File: src/rtl/hsv_to_rgb_converter_assert.svh
// Assertion macros for the HSV to RGB converter.
// HSVRGB_ASSERT_NOW: same-cycle implication; HSVRGB_ASSERT_NEXT: next-cycle implication.
`ifndef HSV_TO_RGB_CONVERTER_ASSERT_SVH
`define HSV_TO_RGB_CONVERTER_ASSERT_SVH

`ifndef SYNTH
`define HSVRGB_ASSERT_NOW(label, clk, rst_n, ante, cons) \
	label: assert property (@(posedge clk) disable iff (!rst_n) (ante) |-> (cons)) \
		else $error("hsv_to_rgb_converter: same-cycle check failed");
`define HSVRGB_ASSERT_NEXT(label, clk, rst_n, ante, cons) \
	label: assert property (@(posedge clk) disable iff (!rst_n) (ante) |=> (cons)) \
		else $error("hsv_to_rgb_converter: next-cycle check failed");
`else
`define HSVRGB_ASSERT_NOW(label, clk, rst_n, ante, cons)
`define HSVRGB_ASSERT_NEXT(label, clk, rst_n, ante, cons)
`endif

`endif

File: src/rtl/hsvrgb_pkg.sv
`default_nettype none

package hsvrgb_pkg;

	localparam int FRAC_BITS            = 14;
	localparam int HUE_STEPS_PER_DEGREE = 16;

	localparam int IN_W  = 16;
	localparam int OUT_W = 15;
	localparam int ONE_W = FRAC_BITS + 1;
	localparam logic [ONE_W-1:0] ONE = ONE_W'(1) << FRAC_BITS;

	localparam int SECTORS     = 6;
	localparam int SECTOR_SPAN = 60 * HUE_STEPS_PER_DEGREE;
	localparam int FULL_TURN   = SECTORS * SECTOR_SPAN;
	localparam int SEC_W       = $clog2(SECTORS);
	localparam int TURN_W      = $clog2(FULL_TURN);
	localparam int SPAN_W      = $clog2(SECTOR_SPAN);

	// hue is biased by a whole number of turns so the wrap works on a positive value
	localparam int HUE_OFFSET = FULL_TURN * ((2**(IN_W-1) + FULL_TURN - 1) / FULL_TURN);
	localparam int U_MAX      = 2**(IN_W-1) - 1 + HUE_OFFSET;
	localparam int U_W        = $clog2(U_MAX + 1);
	localparam int QT_W       = $clog2(U_MAX / FULL_TURN + 1);

	// reciprocal constants: floor(n / d) = (n * K) >> SH
	localparam int TURN_SH   = U_W + TURN_W + 1;
	localparam int TURN_K_W  = TURN_SH - TURN_W + 2;
	localparam longint unsigned TURN_K =
		((64'd1 << TURN_SH) + FULL_TURN - 1) / FULL_TURN;

	localparam int SEC_SH    = TURN_W + SPAN_W + 1;
	localparam int SEC_K_W   = SEC_SH - SPAN_W + 2;
	localparam longint unsigned SEC_K =
		((64'd1 << SEC_SH) + SECTOR_SPAN - 1) / SECTOR_SPAN;

	localparam int FRAC_SH   = 2 * SPAN_W + FRAC_BITS + 1;
	localparam int FRAC_K_W  = FRAC_SH - SPAN_W + 2;
	localparam int FRAC_DROP = FRAC_SH - FRAC_BITS;
	localparam longint unsigned FRAC_K =
		((64'd1 << FRAC_SH) + SECTOR_SPAN - 1) / SECTOR_SPAN;

	typedef enum logic [SEC_W-1:0] {
		SEC_RED_YELLOW    = 3'd0,
		SEC_YELLOW_GREEN  = 3'd1,
		SEC_GREEN_CYAN    = 3'd2,
		SEC_CYAN_BLUE     = 3'd3,
		SEC_BLUE_MAGENTA  = 3'd4,
		SEC_MAGENTA_RED   = 3'd5
	} sector_t;

	typedef struct packed {
		logic signed [IN_W-1:0] hue;
		logic signed [IN_W-1:0] saturation;
		logic signed [IN_W-1:0] brightness;
	} hsv_t;

	typedef struct packed {
		logic [OUT_W-1:0] red;
		logic [OUT_W-1:0] green;
		logic [OUT_W-1:0] blue;
	} rgb_t;

endpackage

`default_nettype wire

File: src/rtl/hsvrgb_stream_if.sv
`default_nettype none

interface hsvrgb_stream_if #(
	parameter type data_t = logic
);
	logic  valid;
	logic  ready;
	data_t data;

	modport source (output valid, output data, input ready);
	modport sink (input valid, input data, output ready);
endinterface

`default_nettype wire

File: src/rtl/hsv_to_rgb_converter.sv
// HSV to RGB colour converter.
// Channels: hsv (sink, payload hsvrgb_pkg::hsv_t) and rgb (source, payload
// hsvrgb_pkg::rgb_t), valid/ready; a transaction completes on a clock edge
// with valid and ready both high.
// Hue is in 1/16 degree and wraps over a full turn; saturation and value are
// Q14 and are clamped to 0..1. Outputs are Q14.
// Eight register stages: turn count, hue wrap, sector split, sector remainder,
// fraction, the two products s*f, and the final v products, then the sector
// routing into the output register. Each stage holds at most two multipliers.
// Throughput: one transaction per cycle while rgb is not stalled, with no
// dependence between items.
// Stall: each stage moves on when it is empty or its successor moves, so
// bubbles close up; hsv.ready falls only when all eight stages hold items
// and rgb is stalled. Nothing is lost or repeated.
// Reset clears the stage valid bits only; the block is ready at once.
`default_nettype none

`include "hsv_to_rgb_converter_assert.svh"

module hsv_to_rgb_converter (
	input  logic            clk,
	input  logic            arst_n,
	hsvrgb_stream_if.sink   hsv,
	hsvrgb_stream_if.source rgb
);
	import hsvrgb_pkg::*;

	localparam int STAGES = 8;

	localparam logic [TURN_K_W-1:0] TURN_K_C = TURN_K_W'(TURN_K);
	localparam logic [SEC_K_W-1:0]  SEC_K_C  = SEC_K_W'(SEC_K);
	localparam logic [FRAC_K_W-1:0] FRAC_K_C = FRAC_K_W'(FRAC_K);

	function automatic logic [ONE_W-1:0] clamp_unit(input logic signed [IN_W-1:0] x);
		logic [31:0] ext;
		ext = 32'($unsigned(x));
		if (x < 0) begin
			return '0;
		end else if (ext > 32'(ONE)) begin
			return ONE;
		end
		return ONE_W'(ext);
	endfunction

	logic [STAGES:1] vld_q;
	logic [STAGES:1] load;

	// pipeline registers
	logic [U_W-1:0]    u_s1;
	logic [QT_W-1:0]   qt_s1;
	logic [ONE_W-1:0]  s_s1, s_s2, s_s3, s_s4, s_s5;
	logic [ONE_W-1:0]  v_s1, v_s2, v_s3, v_s4, v_s5, v_s6, v_s7;
	logic [TURN_W-1:0] h_s2, h_s3;
	logic [ONE_W-1:0]  p_s2, p_s3, p_s4, p_s5, p_s6, p_s7;
	sector_t           sec_s3, sec_s4, sec_s5, sec_s6, sec_s7;
	logic [SPAN_W-1:0] rem_s4;
	logic [FRAC_BITS-1:0] f_s5;
	logic [ONE_W-1:0]  sf_s6, sfc_s6;
	logic [ONE_W-1:0]  q_s7, t_s7;
	rgb_t              rgb_s8;

	// stage logic
	logic [U_W-1:0]             hue_u;
	logic [U_W+TURN_K_W-1:0]    turn_prod;
	logic [U_W-1:0]             turn_base;
	logic [2*ONE_W-1:0]         p_prod;
	logic [TURN_W+SEC_K_W-1:0]  sec_prod;
	logic [TURN_W-1:0]          sec_base;
	logic [SPAN_W+FRAC_K_W-1:0] frac_prod;
	logic [ONE_W-1:0]           f_ext, f_cmp;
	logic [2*ONE_W-1:0]         sf_prod, sfc_prod;
	logic [2*ONE_W-1:0]         q_prod, t_prod;
	logic [ONE_W-1:0]           r_sel, g_sel, b_sel;

	// flow control
	assign load[STAGES] = !vld_q[STAGES] || rgb.ready;
	for (genvar k = 1; k < STAGES; k++) begin : g_load
		assign load[k] = !vld_q[k] || load[k+1];
	end

	assign hsv.ready = load[1];
	assign rgb.valid = vld_q[STAGES];
	assign rgb.data  = rgb_s8;

	always_ff @(posedge clk or negedge arst_n) begin
		if (!arst_n) begin
			vld_q <= '0;
		end else begin
			if (load[1]) begin
				vld_q[1] <= hsv.valid;
			end
			for (int k = 2; k <= STAGES; k++) begin
				if (load[k]) begin
					vld_q[k] <= vld_q[k-1];
				end
			end
		end
	end

	// s1: bias hue and find the turn count
	assign hue_u     = U_W'(32'(hsv.data.hue) + 32'(HUE_OFFSET));
	assign turn_prod = {{TURN_K_W{1'b0}}, hue_u} * {{U_W{1'b0}}, TURN_K_C};

	always_ff @(posedge clk) begin
		if (load[1]) begin
			u_s1  <= hue_u;
			qt_s1 <= turn_prod[TURN_SH +: QT_W];
			s_s1  <= clamp_unit(hsv.data.saturation);
			v_s1  <= clamp_unit(hsv.data.brightness);
		end
	end

	// s2: wrapped hue, p = v(1-s)
	assign turn_base = U_W'(qt_s1) * U_W'(FULL_TURN);
	assign p_prod    = {{ONE_W{1'b0}}, v_s1} * {{ONE_W{1'b0}}, ONE - s_s1};

	always_ff @(posedge clk) begin
		if (load[2]) begin
			h_s2 <= TURN_W'(u_s1 - turn_base);
			p_s2 <= p_prod[FRAC_BITS +: ONE_W];
			s_s2 <= s_s1;
			v_s2 <= v_s1;
		end
	end

	// s3: sector
	assign sec_prod = {{SEC_K_W{1'b0}}, h_s2} * {{TURN_W{1'b0}}, SEC_K_C};

	always_ff @(posedge clk) begin
		if (load[3]) begin
			sec_s3 <= sector_t'(sec_prod[SEC_SH +: SEC_W]);
			h_s3   <= h_s2;
			s_s3   <= s_s2;
			v_s3   <= v_s2;
			p_s3   <= p_s2;
		end
	end

	// s4: remainder within the sector
	assign sec_base = TURN_W'(sec_s3) * TURN_W'(SECTOR_SPAN);

	always_ff @(posedge clk) begin
		if (load[4]) begin
			rem_s4 <= SPAN_W'(h_s3 - sec_base);
			sec_s4 <= sec_s3;
			s_s4   <= s_s3;
			v_s4   <= v_s3;
			p_s4   <= p_s3;
		end
	end

	// s5: fraction f = rem * ONE / span
	assign frac_prod = {{FRAC_K_W{1'b0}}, rem_s4} * {{SPAN_W{1'b0}}, FRAC_K_C};

	always_ff @(posedge clk) begin
		if (load[5]) begin
			f_s5   <= frac_prod[FRAC_DROP +: FRAC_BITS];
			sec_s5 <= sec_s4;
			s_s5   <= s_s4;
			v_s5   <= v_s4;
			p_s5   <= p_s4;
		end
	end

	// s6: s*f and s*(1-f)
	assign f_ext    = {1'b0, f_s5};
	assign f_cmp    = ONE - f_ext;
	assign sf_prod  = {{ONE_W{1'b0}}, s_s5} * {{ONE_W{1'b0}}, f_ext};
	assign sfc_prod = {{ONE_W{1'b0}}, s_s5} * {{ONE_W{1'b0}}, f_cmp};

	always_ff @(posedge clk) begin
		if (load[6]) begin
			sf_s6  <= sf_prod[FRAC_BITS +: ONE_W];
			sfc_s6 <= sfc_prod[FRAC_BITS +: ONE_W];
			sec_s6 <= sec_s5;
			v_s6   <= v_s5;
			p_s6   <= p_s5;
		end
	end

	// s7: q and t
	assign q_prod = {{ONE_W{1'b0}}, v_s6} * {{ONE_W{1'b0}}, ONE - sf_s6};
	assign t_prod = {{ONE_W{1'b0}}, v_s6} * {{ONE_W{1'b0}}, ONE - sfc_s6};

	always_ff @(posedge clk) begin
		if (load[7]) begin
			q_s7   <= q_prod[FRAC_BITS +: ONE_W];
			t_s7   <= t_prod[FRAC_BITS +: ONE_W];
			sec_s7 <= sec_s6;
			v_s7   <= v_s6;
			p_s7   <= p_s6;
		end
	end

	// s8: route by sector; zero saturation gives p = q = t = v
	always_comb begin
		case (sec_s7)
			SEC_RED_YELLOW: begin
				r_sel = v_s7; g_sel = t_s7; b_sel = p_s7;
			end
			SEC_YELLOW_GREEN: begin
				r_sel = q_s7; g_sel = v_s7; b_sel = p_s7;
			end
			SEC_GREEN_CYAN: begin
				r_sel = p_s7; g_sel = v_s7; b_sel = t_s7;
			end
			SEC_CYAN_BLUE: begin
				r_sel = p_s7; g_sel = q_s7; b_sel = v_s7;
			end
			SEC_BLUE_MAGENTA: begin
				r_sel = t_s7; g_sel = p_s7; b_sel = v_s7;
			end
			default: begin
				r_sel = v_s7; g_sel = p_s7; b_sel = q_s7;
			end
		endcase
	end

	always_ff @(posedge clk) begin
		if (load[8]) begin
			rgb_s8.red   <= OUT_W'(r_sel);
			rgb_s8.green <= OUT_W'(g_sel);
			rgb_s8.blue  <= OUT_W'(b_sel);
		end
	end

	`HSVRGB_ASSERT_NEXT(a_accept_enters, clk, arst_n, hsv.valid && hsv.ready, vld_q[1])
	`HSVRGB_ASSERT_NOW(a_stall_only_full, clk, arst_n, !hsv.ready, &vld_q)
	`HSVRGB_ASSERT_NEXT(a_no_phantom, clk, arst_n, rgb.valid && rgb.ready && !vld_q[STAGES-1], !rgb.valid)

endmodule

`default_nettype wire

File: src/flat_wrapper.sv
// flat-port wrapper written by rule: the top's interface ports become plain ports
module hsv_to_rgb_converter_flat import hsvrgb_pkg::*;
  (clk, arst_n, hsv_valid, hsv_data, hsv_ready, rgb_valid, rgb_data, rgb_ready);
  hsvrgb_stream_if #(.data_t(hsv_t)) hsv_i ();
  hsvrgb_stream_if #(.data_t(rgb_t)) rgb_i ();
  input  logic clk;
  input  logic arst_n;
  input wire logic [$bits(hsv_i.valid)-1:0] hsv_valid;
  input wire logic [$bits(hsv_i.data)-1:0] hsv_data;
  output wire logic [$bits(hsv_i.ready)-1:0] hsv_ready;
  output wire logic [$bits(rgb_i.valid)-1:0] rgb_valid;
  output wire logic [$bits(rgb_i.data)-1:0] rgb_data;
  input wire logic [$bits(rgb_i.ready)-1:0] rgb_ready;
  assign hsv_i.valid = hsv_valid;
  assign hsv_i.data = hsv_data;
  assign hsv_ready = hsv_i.ready;
  assign rgb_valid = rgb_i.valid;
  assign rgb_data = rgb_i.data;
  assign rgb_i.ready = rgb_ready;
  hsv_to_rgb_converter u_core (.clk(clk), .arst_n(arst_n), .hsv(hsv_i), .rgb(rgb_i));
endmodule
File: config.mk
export PLATFORM = sky130hd
export DESIGN_NAME = hsv_to_rgb_converter_flat
export DESIGN_NICKNAME = d
export VERILOG_FILES = /design/src/rtl/hsvrgb_pkg.sv /design/src/rtl/hsvrgb_stream_if.sv /design/src/rtl/hsv_to_rgb_converter.sv /design/src/flat_wrapper.sv
export VERILOG_INCLUDE_DIRS = /design/src /design/src/rtl
export SDC_FILE = /design/constraint.sdc
export NUM_CORES = 2
export LEC_CHECK = 0
export BUFFER_PORTS_ARGS = -buffer_cell sky130_fd_sc_hd__clkbuf_2
export CAP_MARGIN = 20
export CORE_MARGIN = 8
export CORE_UTILIZATION = 41
export DETAILED_ROUTE_END_ITERATION = 10
export GPL_ROUTABILITY_DRIVEN = 0
export SLEW_MARGIN = 10
export SYNTH_ARGS = -nofsm -noshare
export SYNTH_HDL_FRONTEND = slang
export SYNTH_SLANG_ARGS = --single-unit
export TNS_END_PERCENT = 10
File: constraint.sdc
create_clock -name clk -period 6.74 [get_ports clk]
set_input_delay 1.011 -clock clk [delete_from_list [all_inputs] [get_ports clk]]
set_output_delay 1.011 -clock clk [all_outputs]
set_load 0.1 [all_outputs]
== Yosys cells after proc, flatten, opt, wreduce, memory -nomap -nowiden ==
Cells that the tools add are included.
Operators by class
  reduce and logical (&&, ||, !) cells: 21
  order comparisons: 4
  multiply operators: 10
  add/subtract/negate cells: 7
  equality and inequality tests: 4
  mux-type cells: 15
Operators with widths (count)
  15-bit case mux with 3 select lines: 3
  15-bit by 15-bit multiplier with 29-bit output: 4
  15-bit 2-to-1 mux: 6
  15-bit subtractor (first input constant): 3
  10-bit by 26-bit multiplier with 35-bit output (second input constant): 1
  17-bit by 17-bit multiplier with 33-bit output (second input constant): 1
  16-bit by 15-bit > comparator with 1-bit output (second input constant): 2
  16-bit by 1-bit less-than comparator with 1-bit output (second input constant): 2
  15-bit by 14-bit multiplier with 29-bit output: 1
  13-bit by 15-bit multiplier with 27-bit output (second input constant): 1
  16-bit by 17-bit adder with 17-bit output (second input constant): 1
  15-bit by 14-bit subtractor with 15-bit output (first input constant): 1
  13-bit subtractor: 1
  10-bit subtractor: 1
  1-bit logical NOT: 8
  1-bit logical OR: 8
  2-bit OR reduction: 4
  3-bit by 2-bit equality test with 1-bit output (second input constant): 2
  4-bit by 6-bit multiplier with 6-bit output (second input constant): 1
  1-bit 2-to-1 mux: 6
  3-bit by 4-bit multiplier with 4-bit output (second input constant): 1
  3-bit by 1-bit equality test with 1-bit output (second input constant): 1
  3-bit equality test (second input constant): 1
  3-bit logical NOT: 1
Word-level totals
  input bits: 52
  bits in registers: 462
  output and inout bits: 47

== Longest topological paths before layout ==
  depth after elaboration: 11
  depth in mapped cells: 30
  depth with buffers taken out: 29

== Worst setup path before layout ==
Ideal clock, no wire load.
  path kind: register to register
  start: register u_core.sf_s6[0]
  end: register u_core.q_s7[14] (data pin)
  setup slack: -0.708 ns
  required time: 6.474 ns
  arrival time: 7.182 ns
  setup time: 0.266 ns
  buffers on the path: 1
  clock period less this slack: 7.448 ns
  cell stages (with the launch flop): 27
  cell sequence: edfxtp_1 -> nor3_1 -> or3b_2 -> nor4_1 -> nor2b_1 -> xnor2_1 -> clkbuf_1 -> nand2_1 -> fa_1 -> fa_1 -> fa_1 -> inv_1 -> fa_1 -> fa_1 -> inv_1 -> fa_1 -> inv_1 -> ha_1 -> a211oi_1 -> nor2b_1 -> a311oi_1 -> o2111ai_1 -> a21boi_1 -> a41oi_1 -> o21ai_1 -> mux2i_1 -> nand4_1
On the way
  longest elaborated chain between the ends: 2
Ends and longest elaborated chain
  from (decl): RTL line hsv_to_rgb_converter.sv:58  | logic [ONE_W-1:0] sf_s6, sfc_s6;
  from (signal assigned): RTL line hsv_to_rgb_converter.sv:173  | sf_s6 <= sf_prod[FRAC_BITS +: ONE_W];
  15-bit subtractor: RTL line hsv_to_rgb_converter.sv:182  | assign q_prod = {{ONE_W{1'b0}}, v_s6} * {{ONE_W{1'b0}}, ONE - sf_s6};
  15-bit by 15-bit multiplier with 29-bit output: RTL line hsv_to_rgb_converter.sv:182
  via u_core.q_prod[28]: RTL line hsv_to_rgb_converter.sv:72  | logic [2*ONE_W-1:0] q_prod, t_prod;
  to (signal assigned): RTL line hsv_to_rgb_converter.sv:187  | q_s7 <= q_prod[FRAC_BITS +: ONE_W];
  to (decl): RTL line hsv_to_rgb_converter.sv:59  | logic [ONE_W-1:0] q_s7, t_s7;
The timed path passes the listed nets, and every way through them passes these cells.
A chain may end at the register's enable or synchronous reset.

== Worst setup path after layout ==
  start: register u_core.sf_s6[1]
  end: register u_core.q_s7[14] (data pin)
The elaborated chain is that of the path after synthesis.

==> impl_metrics.json <==
{
  "run_status": "finished, violations left",
  "violations": "negative setup slack",
  "cp-start-kind": "flip-flop",
  "drc": 0,
  "routedWlPerCell_um": 17.0,
  "grt_pass1_wl_um": 218000,
  "totalWireLength_um": 132000,
  "hp-class": "input pin to async pin",
  "cts_buffers": 50,
  "critPathKind": "flip-flop to flip-flop",
  "drive_gt1_frac": 0.135,
  "worst_slack_ns": -0.289,
  "synth_seq_area_share": 0.236,
  "drt_iter0_markers": 1981,
  "final_common_cell": "inv_1",
  "syn2layout_area_growth_pct": 13.7,
  "clock-root-buffer": "clkbuf_16",
  "clkTransAtPathRegs_ns": 0.06,
  "worst-slew-pin-transition_ns": 0.949,
  "synth_edf_count": 454,
  "ys.flop_type": "edfxtp_1",
  "ys_ff_latch": 462,
  "end_kind": "flip-flop",
  "finalCritPeriodShare": 1.04,
  "syn-num-nets": 7212,
  "setup_violations": 23,
  "cp.required_ns": 7.06,
  "cp_max_fo": 4,
  "cts_tree": "built",
  "synth_cell_types": 67,
  "rsz0062_at_grt": "yes",
  "grt-ovfl-total": 0,
  "num_rows": 138,
  "via_count": 38200,
  "synthArstFlopShare": 0.0173,
  "globalRouteTotalUtil": 0.172,
  "synthTopCellsByArea": "fa_1, edfxtp_1, ha_1",
  "die_area_um2": 155000,
  "ys_warn_count": 0,
  "synth_top_area_frac": 0.319,
  "ant_nets": 0,
  "final_cell_mix": "inv_1, fa_1, ha_1, and2_1, nand2_1",
  "critical_path.most_common_cell": "fa_1",
  "io_pins": 99,
  "max_slew_margin": 0.367,
  "n_fill_cell": 13200,
  "setup_tns_ns": -2.26,
  "clock_path_buffers": 3,
  "synth_top_cell_by_area": "fa_1",
  "netlist_area_um2": 58500,
  "io_buffer_count": 98,
  "core-area_um2": 142000,
  "htreeDepth": 2,
  "critPathMaxStageDelay_ns": 0.51,
  "fmax_ghz": 0.142,
  "period_needed_ns": 7.03,
  "fp.dieH_um": 394,
  "avgViaCountPerCell": 4.91,
  "insertion_delay_ns": 0.62,
  "grt_pass1_vias": 41400,
  "grt_max_degree": 87,
  "initial_core_util": 0.413,
  "die_x_um": 394,
  "cts_sinks": 462,
  "drtPass1Iterations": 6,
  "maxCapViolCount": 0,
  "syn_inst": 5522,
  "largest_reg_flops": 45,
  "critPathSlowestCell": "fa_1",
  "cp.arrival_ns": 7.35,
  "maxSlewViolCount": 0,
  "finalHoldViolCount": 0,
  "dp.final_hpwl_um": 108000,
  "avgSynthCellArea_um2": 10.6,
  "skew_ns": 0.0423,
  "fin_nets": 7553,
  "antenna_found_initial": 5
}
-- layout make-up --
cell class              count  area [µm²]  area share
multi-input cells        3699       40600       0.610
clock inverters            37         448     0.00673
flip-flops and latches    462       13800       0.208
well taps                1890        2360      0.0356
clock buffers              56        1270      0.0192
repair buffers            510        3740      0.0562
inverters                1140        4280      0.0643
diodes                      2        5.00   0.0000752
-- logic make-up after synthesis --
kind of cell,after synthesis,share of synthesized area
adder cells (fa/ha/maj),1638,0.470
AND/OR/NAND/NOR,1456,0.126
buffers and inverters,1361,0.0873
flip-flops,462,0.236
AO/OA/AOI/OAI,350,0.0390
XOR/XNOR,181,0.0272
multiplexers,74,0.0135
-- path summary, 6_finish.rpt --
check / to / start / slack, ns / depth (start not counted)
max reg2reg: u_core.q_s7[14] / u_core.sf_s6[1] / -0.29 / 26
max: u_core.q_s7[14] / u_core.sf_s6[1] / -0.29 / 26
max in group asynchronous: u_core.vld_q[2] / arst_n / 6.31 / 1
min reg2reg: u_core.v_s6[1] / u_core.v_s5[1] / 0.40 / 0
min: u_core.vld_q[5] / arst_n / 0.24 / 1
min in group clk: u_core.v_s6[1] / u_core.v_s5[1] / 0.40 / 0
-- Yosys cell counts, types with 33 or more instances --
library cell  number
mux2i_1           33
a21o_1            39
edfxtp_1         454
inv_1           1139
xor2_1            59
fa_1             933
ha_1             705
and2_1           578
and3_1            35
nor2_1            96
nand2_1          574
xnor2_1          121
a21oi_1          111
a211oi_1          38
mux2_2            41
o21ai_0           47
clkbuf_1         208
-- critical path: cells and delay by family, from the launching register on --
kind / cells / cell delay [ns]
DFF: 1 / 0.41
AOI/OAI and AO/OA: 6 / 1.22
adders and majority gates: 7 / 3.02
xor gates and xnor gates: 1 / 0.17
and+or+nand+nor: 7 / 1.38
buffers and inverters: 4 / 0.37
muxes: 1 / 0.22
-- timing repair --
action                     in CTS  in global routing
gates cloned                    0                  0
pin swaps                      34                 34
hold endpoints to repair        0                  0
resized for setup              80                 72
hold buffers                    0                  0
buffers inserted               11                  7
setup endpoints to repair      45                 61
-- through the flow --
stage          instance area (µm²)  std cells  utilization  setup slack [ns]  hold slack [ns]
3_5_place_dp                 63900       7684        0.451            -0.396            0.405
4_1_cts                      66100       7787        0.467            -0.344            0.212
5_1_grt                      66500       7794        0.470            -0.641            0.233
6_report                     66500       7796        0.470            -0.289            0.244
3_3_place_gp                 63800       7683        0.451            -0.359            0.400
2_1_floorplan                58800       5522            -            -0.139            0.400
-- metal layers --
layer	GRT usage	vias to the layer above	routed length, µm
li1	-	17900	-
met1	0.227	19400	57200
met2	0.296	721	65000
met3	0.0258	197	6420
met4	0.0472	8	3630
met5	0	-	72
Power is not shown: default switching activity piles up to over one toggle a cycle in this logic, so the estimate is an artifact.
